File: src/rtl/bank_switch_mapper_with_scanline_irq_defines.svh
// Assertion macros for the mapper. Each expects a clock named clk and an
// active-low reset named arst_n in the module that uses it.
`ifndef BANK_SWITCH_MAPPER_WITH_SCANLINE_IRQ_DEFINES_SVH
`define BANK_SWITCH_MAPPER_WITH_SCANLINE_IRQ_DEFINES_SVH

`ifndef ASSERT_OFF
// checked only out of reset
`define BSM_ASSERT(lbl, prop, msg) \
	lbl: assert property (@(posedge clk) disable iff (!arst_n) prop) else $error(msg);
// checked during reset as well
`define BSM_ASSERT_RST(lbl, prop, msg) \
	lbl: assert property (@(posedge clk) prop) else $error(msg);
`else
`define BSM_ASSERT(lbl, prop, msg)
`define BSM_ASSERT_RST(lbl, prop, msg)
`endif

`endif

File: src/rtl/bsm_pkg.sv
package bsm_pkg;

	localparam logic [2:0] FUNC_REG_WRITE = 3'd0;
	localparam logic [2:0] FUNC_TICK      = 3'd1;
	localparam logic [2:0] FUNC_CHR       = 3'd2;
	localparam logic [2:0] FUNC_PRG       = 3'd3;
	localparam logic [2:0] FUNC_RAM_RD    = 3'd4;
	localparam logic [2:0] FUNC_RAM_WR    = 3'd5;

	// register window, address bits 14:13 above 0x8000
	localparam logic [1:0] WIN_BANK   = 2'd0;
	localparam logic [1:0] WIN_MIRROR = 2'd1;
	localparam logic [1:0] WIN_IRQ    = 2'd2;
	localparam logic [1:0] WIN_IRQ_EN = 2'd3;

	localparam logic [7:0] PRG_UNITS_RESET = 8'd2;
	localparam logic [7:0] MASK_CHR_2K     = 8'hFE;
	localparam logic [7:0] MASK_PRG        = 8'h3F;

	typedef struct packed {
		logic [2:0]  func;
		logic [15:0] address;
		logic [7:0]  data;
	} in_item_t;

	typedef struct packed {
		logic [21:0] rom_offset;
		logic        hit;
		logic        mirror_horizontal;
		logic        irq_request;
	} out_item_t;

endpackage

File: src/rtl/bank_switch_mapper_with_scanline_irq.sv
// Each accepted beat passes the input register, then the result register, before its
// result can be taken.
// Throughput: one beat per cycle; on a stall the skid register absorbs one beat, and
// req_ready drops once the skid and the input register are both full.
// req_ready depends on registers only, never combinationally on rsp_ready.
// Reset: all mapper state to its defaults, RAM enabled, program size 2, buffers empty.
`include "bank_switch_mapper_with_scanline_irq_defines.svh"

module bank_switch_mapper_with_scanline_irq
	import bsm_pkg::*;
(
	input  logic       clk,
	input  logic       arst_n,
	input  logic       req_valid,
	output logic       req_ready,
	input  in_item_t   req,
	output logic       rsp_valid,
	input  logic       rsp_ready,
	output out_item_t  rsp,
	input  logic       cfg_we,
	input  logic [7:0] cfg_wdata
);

	logic      valid_s1;
	in_item_t  item_s1;
	logic      fire_s1;
	out_item_t result;
	logic      out_valid_q;
	logic      skid_valid_q;
	out_item_t out_q;
	out_item_t skid_q;
	logic      pop;

	assign req_ready = !valid_s1 || !skid_valid_q;
	assign fire_s1   = valid_s1 && !skid_valid_q;
	assign pop       = out_valid_q && rsp_ready;
	assign rsp_valid = out_valid_q;
	assign rsp       = out_q;

	always_ff @(posedge clk or negedge arst_n) begin
		if (!arst_n) begin
			valid_s1 <= 1'b0;
		end else if (req_valid && req_ready) begin
			valid_s1 <= 1'b1;
		end else if (fire_s1) begin
			valid_s1 <= 1'b0;
		end
	end

	always_ff @(posedge clk) begin
		if (req_valid && req_ready) begin
			item_s1 <= req;
		end
	end

	bsm_core u_core (
		.clk       (clk),
		.arst_n    (arst_n),
		.fire      (fire_s1),
		.item      (item_s1),
		.cfg_we    (cfg_we),
		.cfg_wdata (cfg_wdata),
		.result    (result)
	);

	always_ff @(posedge clk or negedge arst_n) begin
		if (!arst_n) begin
			out_valid_q  <= 1'b0;
			skid_valid_q <= 1'b0;
		end else if (pop) begin
			// advance skid to head, else take the new result
			if (skid_valid_q) begin
				skid_valid_q <= 1'b0;
			end else begin
				out_valid_q <= fire_s1;
			end
		end else if (!out_valid_q) begin
			out_valid_q <= fire_s1;
		end else if (fire_s1) begin
			skid_valid_q <= 1'b1;
		end
	end

	always_ff @(posedge clk) begin
		if (pop && skid_valid_q) begin
			out_q <= skid_q;
		end else if ((pop || !out_valid_q) && fire_s1) begin
			out_q <= result;
		end
		if (out_valid_q && !pop && fire_s1) begin
			skid_q <= result;
		end
	end

	`BSM_ASSERT(a_skid_needs_head, skid_valid_q |-> out_valid_q, "skid full, head empty")
	`BSM_ASSERT(a_stall_fills_skid, (out_valid_q && !rsp_ready && fire_s1) |=> skid_valid_q, "lost")
	`BSM_ASSERT(a_irq_only_tick, (fire_s1 && result.irq_request) |-> (item_s1.func == FUNC_TICK), "irq")
	`BSM_ASSERT_RST(a_reset_quiet, !arst_n |=> (!rsp_valid && !skid_valid_q), "pending in reset")

endmodule

File: src/rtl/bsm_core.sv
module bsm_core
	import bsm_pkg::*;
(
	input  logic      clk,
	input  logic      arst_n,
	input  logic      fire,
	input  in_item_t  item,
	input  logic      cfg_we,
	input  logic [7:0] cfg_wdata,
	output out_item_t result
);

	logic [7:0] prg_units_q;
	logic [2:0] bank_target_q;
	logic       prg_swap_q;
	logic       chr_invert_q;
	logic [7:0] bank_regs_q [8];
	logic       mirror_q;
	logic       ram_enabled_q;
	logic       ram_locked_q;
	logic [7:0] irq_reload_q;
	logic [7:0] irq_counter_q;
	logic       irq_enabled_q;

	logic       is_reg_write;
	logic [1:0] reg_win;
	logic       odd;
	logic [7:0] bank_wdata;
	logic [7:0] counter_next;
	logic       mirror_next;

	assign is_reg_write = (item.func == FUNC_REG_WRITE) && item.address[15];
	assign reg_win      = item.address[14:13];
	assign odd          = item.address[0];
	assign counter_next = (irq_counter_q == 8'd0) ? irq_reload_q : irq_counter_q - 8'd1;
	assign mirror_next  = (is_reg_write && reg_win == WIN_MIRROR && !odd) ?
		item.data[0] : mirror_q;

	always_comb begin
		bank_wdata = item.data;
		if (bank_target_q <= 3'd1) begin
			bank_wdata = item.data & MASK_CHR_2K;
		end else if (bank_target_q >= 3'd6) begin
			bank_wdata = item.data & MASK_PRG;
		end
	end

	always_ff @(posedge clk or negedge arst_n) begin
		if (!arst_n) begin
			prg_units_q <= PRG_UNITS_RESET;
		end else if (cfg_we) begin
			prg_units_q <= cfg_wdata;
		end
	end

	always_ff @(posedge clk or negedge arst_n) begin
		if (!arst_n) begin
			bank_target_q <= '0;
			prg_swap_q    <= 1'b0;
			chr_invert_q  <= 1'b0;
			for (int i = 0; i < 8; i++) begin
				bank_regs_q[i] <= '0;
			end
			mirror_q      <= 1'b0;
			ram_enabled_q <= 1'b1;
			ram_locked_q  <= 1'b0;
			irq_reload_q  <= '0;
			irq_counter_q <= '0;
			irq_enabled_q <= 1'b0;
		end else if (fire) begin
			mirror_q <= mirror_next;
			if (item.func == FUNC_TICK) begin
				irq_counter_q <= counter_next;
			end
			if (is_reg_write) begin
				case (reg_win)
					WIN_BANK: begin
						if (!odd) begin
							bank_target_q <= item.data[2:0];
							prg_swap_q    <= item.data[6];
							chr_invert_q  <= item.data[7];
						end else begin
							bank_regs_q[bank_target_q] <= bank_wdata;
						end
					end
					WIN_MIRROR: begin
						if (odd) begin
							ram_locked_q  <= item.data[6];
							ram_enabled_q <= item.data[7];
						end
					end
					WIN_IRQ: begin
						if (!odd) begin
							irq_reload_q <= item.data;
						end else begin
							irq_counter_q <= '0;
						end
					end
					WIN_IRQ_EN: begin
						irq_enabled_q <= odd;
					end
					default: begin
					end
				endcase
			end
		end
	end

	// translation paths
	logic [2:0]  chr_win;
	logic [7:0]  chr_bank;
	logic [8:0]  chr_page;
	logic [7:0]  prg_last_pair;
	logic [8:0]  prg_page;

	always_comb begin
		chr_win = item.address[12:10] ^ {chr_invert_q, 2'b00};
		if (!chr_win[2]) begin
			chr_bank = bank_regs_q[{2'b00, chr_win[1]}];
			chr_page = {1'b0, chr_bank} + {8'd0, chr_win[0]};
		end else begin
			chr_bank = bank_regs_q[chr_win - 3'd2];
			chr_page = {1'b0, chr_bank};
		end
	end

	// the last two 8K banks sit at the end of ROM, wrapping for a size of zero
	assign prg_last_pair = prg_units_q - 8'd1;

	always_comb begin
		case (item.address[14:13])
			2'd0:    prg_page = prg_swap_q ? {prg_last_pair, 1'b0} : {1'b0, bank_regs_q[6]};
			2'd1:    prg_page = {1'b0, bank_regs_q[7]};
			2'd2:    prg_page = prg_swap_q ? {1'b0, bank_regs_q[6]} : {prg_last_pair, 1'b0};
			default: prg_page = {prg_last_pair, 1'b1};
		endcase
	end

	always_comb begin
		result = '0;
		result.mirror_horizontal = mirror_next;
		case (item.func)
			FUNC_REG_WRITE: begin
				result.hit = item.address[15];
			end
			FUNC_TICK: begin
				result.hit         = 1'b1;
				result.irq_request = (counter_next == 8'd0) && irq_enabled_q;
			end
			FUNC_CHR: begin
				if (item.address[15:13] == 3'b000) begin
					result.rom_offset = {3'b000, chr_page, item.address[9:0]};
					result.hit        = 1'b1;
				end
			end
			FUNC_PRG: begin
				if (item.address[15]) begin
					result.rom_offset = {prg_page, item.address[12:0]};
					result.hit        = 1'b1;
				end
			end
			FUNC_RAM_RD, FUNC_RAM_WR: begin
				if (item.address[15:13] == 3'b011) begin
					result.rom_offset = {9'd0, item.address[12:0]};
					result.hit = (item.func == FUNC_RAM_RD) ? ram_enabled_q :
						(ram_enabled_q && !ram_locked_q);
				end
			end
			default: begin
			end
		endcase
	end

endmodule

File: config.mk
export PLATFORM = sky130hd
export DESIGN_NAME = bank_switch_mapper_with_scanline_irq
export DESIGN_NICKNAME = d
export VERILOG_FILES = /design/src/rtl/bsm_pkg.sv /design/src/rtl/bank_switch_mapper_with_scanline_irq.sv /design/src/rtl/bsm_core.sv
export VERILOG_INCLUDE_DIRS = /design/src /design/src/rtl
export SDC_FILE = /design/constraint.sdc
export NUM_CORES = 1
export LEC_CHECK = 0
export BUFFER_PORTS_ARGS = -buffer_cell sky130_fd_sc_hd__buf_2
export CAP_MARGIN = 5
export CORE_ASPECT_RATIO = 1.75
export CORE_UTILIZATION = 54
export CTS_CLUSTER_SIZE = 28
export DETAILED_ROUTE_END_ITERATION = 12
export HOLD_SLACK_MARGIN = 0.02
export PLACE_DENSITY_LB_ADDON = 0.1
export SKIP_LAST_GASP = 1
export SLEW_MARGIN = 20
export SYNTH_ARGS = -nofsm -noshare
export SYNTH_HDL_FRONTEND = slang
export SYNTH_SLANG_ARGS = --single-unit
File: constraint.sdc
create_clock -name clk -period 3.1 [get_ports clk]
set_input_delay 0.465 -clock clk [delete_from_list [all_inputs] [get_ports clk]]
set_output_delay 0.465 -clock clk [all_outputs]
set_load 0.005 [all_outputs]
==> impl_results.md <==
* Ant diodes at 0
* Final worst path period need at 2.77 ns
* Least-Margin Pin Slew at 0.750 ns
* Drt first pass iters at 5
* Row cnt at 59
* Vias in the first global route at 5435
* Launch point of the critical path: item_s1[25]
* Worst setup EP type: flip-flop
* Inst Count DP at 873
* Power per cell area at 717 nW/um^2
* Pin count of the biggest net entering global routing at 52
* CTS buffer count at 17
* Yosys top cell by area: dfrtp_1
* Crit share post-route at 89.3%
* Die width at 95.6 um
* Syn Inst Count at 633
* Number of synthesized flops with an enable pin at 77
* Gpl congestion at 0.859
* Sw power at 2.10 mW
* CP startpoint kind: flip-flop
* Worst path slowest cell: or4_1
* Final Hold Violating Endpoints at 0
* Hold buffer count at CTS at 0
* Most frequent cell after synthesis: mux2_2
* TritonCTS clock tree: yes
* Arrival time worst endpoint at 3.08 ns
* Post-synth top area share at 29.6%
* Fin area at 9430 sq um
* Placed cell area at 8880 sq um
* Cells along the critical path: nor4b_4 > nand3_1 > or4_1 > nor3b_4 > mux2_2
* Syn Area/Cell at 13.1 sq um
* Mapped Nets at 680
* Sw Share at 31.1%
* Status: finished, final reports clean
* Comb power frac at 21.0%
* GRT Residual Overflow at 0
* Ratio of cells with drive above 1 in the final layout at 32.8%
* Iter 0 DRT Violations at 276
* Most frequent cells after synthesis: mux2_2 (101), dfrtp_1 (98), edfxtp_1 (77)
* Maximum vdd ir drop at 0.336 mV
* YS warnings at 0
* Post-CTS Setup Repair Bufs at 0
* Top FF cell, synth: dfrtp_1
* Count of cell types in the netlist at 70
* Growth of design area from synthesis to finish at 13.8%
* Routed WL at 18400 um
* Clk_skew at 0.0120 ns
* Port Buffers at 66
* Hpwl dp at 13300 um
* Unrepaired setup endpoints after global routing: no
* H-tree depth at 4
* Flop and latch count out of synthesis at 177
* Setup WS post-layout at 0.331 ns
* Count of final setup violators at 0
* Reg power frac at 49.5%
* Hold Path Class: primary input to async pin
* RR Startpoint: item_s1[25]
* Clock Path Buffers at 2
* Max Freq at 361 MHz
* Seq/Total Area, Yosys at 58.2%
* Synthesized area at 8280 sq um
* Final Max Slew Viols at 0
* CP required at 3.41 ns
* Worst skew pair latency at 0.43 ns
* Initial core utilization at 55.5%
* Max_slew headroom at 49.5%
* Core area at 14900 sq um
* Initial antenna violation count at 0
* CP max FO at 9
* First-pass GRT wire length at 29000 um
* Via count at 5402
* GRT Overall Usage at 24.5%
* Final non-filler cell total at 905
* Drt via density at 5.97
* Ports at 67
* Routed len/inst at 20.3 um
* DRC viols at 0
* Post-CTS sizing at 0
* Clk Tree Root Cell: clkbuf_16
* Critical Path Max Stage Delay at 0.65 ns
* Pint at 4.65 mW
* P_leak at 4.04 nW
* Nets at 756
* Die area at 15900 sq um
* ANT nets after route at 0
* Die H at 166 um
* Sinks on Clock Net at 177
* Clock transition at the registers of the reported paths at 0.07 ns
* Clock power share at 29.6%
* Pre-CTS setup slack at 0.371 ns
* Critical path class: flip-flop to flip-flop
* TNS Setup at 0 ns
* Max Cap Viol at 0
* Share of flip-flops with an asynchronous set or reset at 56.5%
* Synth area leaders: dfrtp_1 (30%), edfxtp_1 (28%), mux2_2 (14%)
-- worst max-delay path: cells and delay by family (launching register included) --
kind          cells  cell delay, ns
mux               1            0.40
simple gates      4            1.73
flops             1            0.52
-- flip-flops by register name (all words and copies together), names as in the netlist --
register / cells
u_core.irq_reload_q: 8
u_core.bank_regs_q: 64
u_core.prg_units_q: 8
skid_valid_q: 1
skid_q: 25
u_core.mirror_q: 1
item_s1: 27
rsp: 25
u_core.prg_swap_q: 1
rsp_valid: 1
u_core.ram_locked_q: 1
valid_s1: 1
u_core.chr_invert_q: 1
u_core.bank_target_q: 3
u_core.irq_enabled_q: 1
u_core.ram_enabled_q: 1
u_core.irq_counter_q: 8
-- power by group through the flow --
stage | combinational [mW] | clock [mW] | sequential [mW]
floorplan | 0.980 | 0 | 3.24
global placement | 1.40 | 0 | 3.37
detailed placement | 1.43 | 0 | 3.39
CTS | 1.44 | 2.04 | 3.34
global route | 1.58 | 2.14 | 3.41
finish | 1.42 | 2.00 | 3.34
-- placed cells by master (no fill, tap or decap), types with 4 or more instances in the layout --
| cell type | instances |
|---|---|
| and2_1 | 18 |
| o211ai_1 | 5 |
| nor3_1 | 10 |
| inv_1 | 13 |
| nand4_1 | 5 |
| nand2_1 | 39 |
| nand3b_1 | 6 |
| mux4_2 | 8 |
| o32ai_1 | 4 |
| a211oi_1 | 5 |
| buf_4 | 15 |
| ha_1 | 7 |
| nor2b_1 | 10 |
| mux2_2 | 101 |
| o21ai_0 | 28 |
| and3_1 | 5 |
| a21oi_1 | 15 |
| nor4b_1 | 4 |
| nor3b_1 | 4 |
| a31oi_1 | 5 |
| nor2_1 | 32 |
| xnor2_1 | 7 |
| nand2b_1 | 11 |
| nand3_1 | 13 |
| dfrtp_1 | 98 |
| clkbuf_16 | 17 |
| nor4_1 | 4 |
| mux2i_1 | 10 |
| buf_2 | 65 |
| edfxtp_1 | 77 |
| or3_1 | 5 |
-- metrics by stage --
| stage | util, % | hold slack [ns] | power [mW] |
|---|---|---|---|
| after CTS | 63.2 | 0.0813 | 6.82 |
| after global routing | 63.2 | 0.116 | 7.13 |
| final | 63.2 | 0.0659 | 6.76 |
| after detailed placement | 59.6 | 0.467 | 4.82 |
| after floorplan | - | 0.169 | 4.22 |
| after global placement | 59.6 | 0.466 | 4.77 |
-- kinds of logic (layout without fill, tap and decap cells) --
logic type / after synthesis / count (layout) / share of synthesized area (%)
DFF: 177 / 177 / 58.2
buffers and inverters: 38 / 127 / 1.74
AOI/OAI and AO/OA: 95 / 95 / 7.80
muxes: 120 / 120 / 17.3
xor gates and xnor gates: 10 / 10 / 1.06
adders and majority gates: 7 / 7 / 1.06
and+or+nand+nor: 186 / 186 / 12.9
-- routing by layer --
metal | global-route usage, % | vias to the layer above | wire length [um]
met3 | 3.57 | 36 | 642
met2 | 42.0 | 143 | 9750
met5 | 0 | - | 0
met4 | 10.1 | 0 | 565
met1 | 30.4 | 2690 | 7440
li1 | - | 2533 | -
-- final cells by class --
cell class	count	area [sq um]
timing repair buffer	81	458
clock buffer	20	447
clock inverter	12	97.6
fill	1170	5490
inverter	14	52.6
tap	183	229
sequential	177	4820
multi-input combinational	418	3320
-- worst paths after layout --
path | to | slack, ns | cells past startpoint
setup / recovery | u_core.bank_regs_q[29] | 0.33 | 5
hold / removal | u_core.bank_regs_q[49] | 0.07 | 1
setup reg to reg | u_core.bank_regs_q[29] | 0.33 | 5
hold reg to reg | u_core.bank_regs_q[48] | 0.49 | 1
max in group asynchronous | u_core.ram_enabled_q | 2.26 | 2
min in group clk | item_s1[1] | 0.21 | 1
Note: power is estimated with default switching activity, not from simulation.
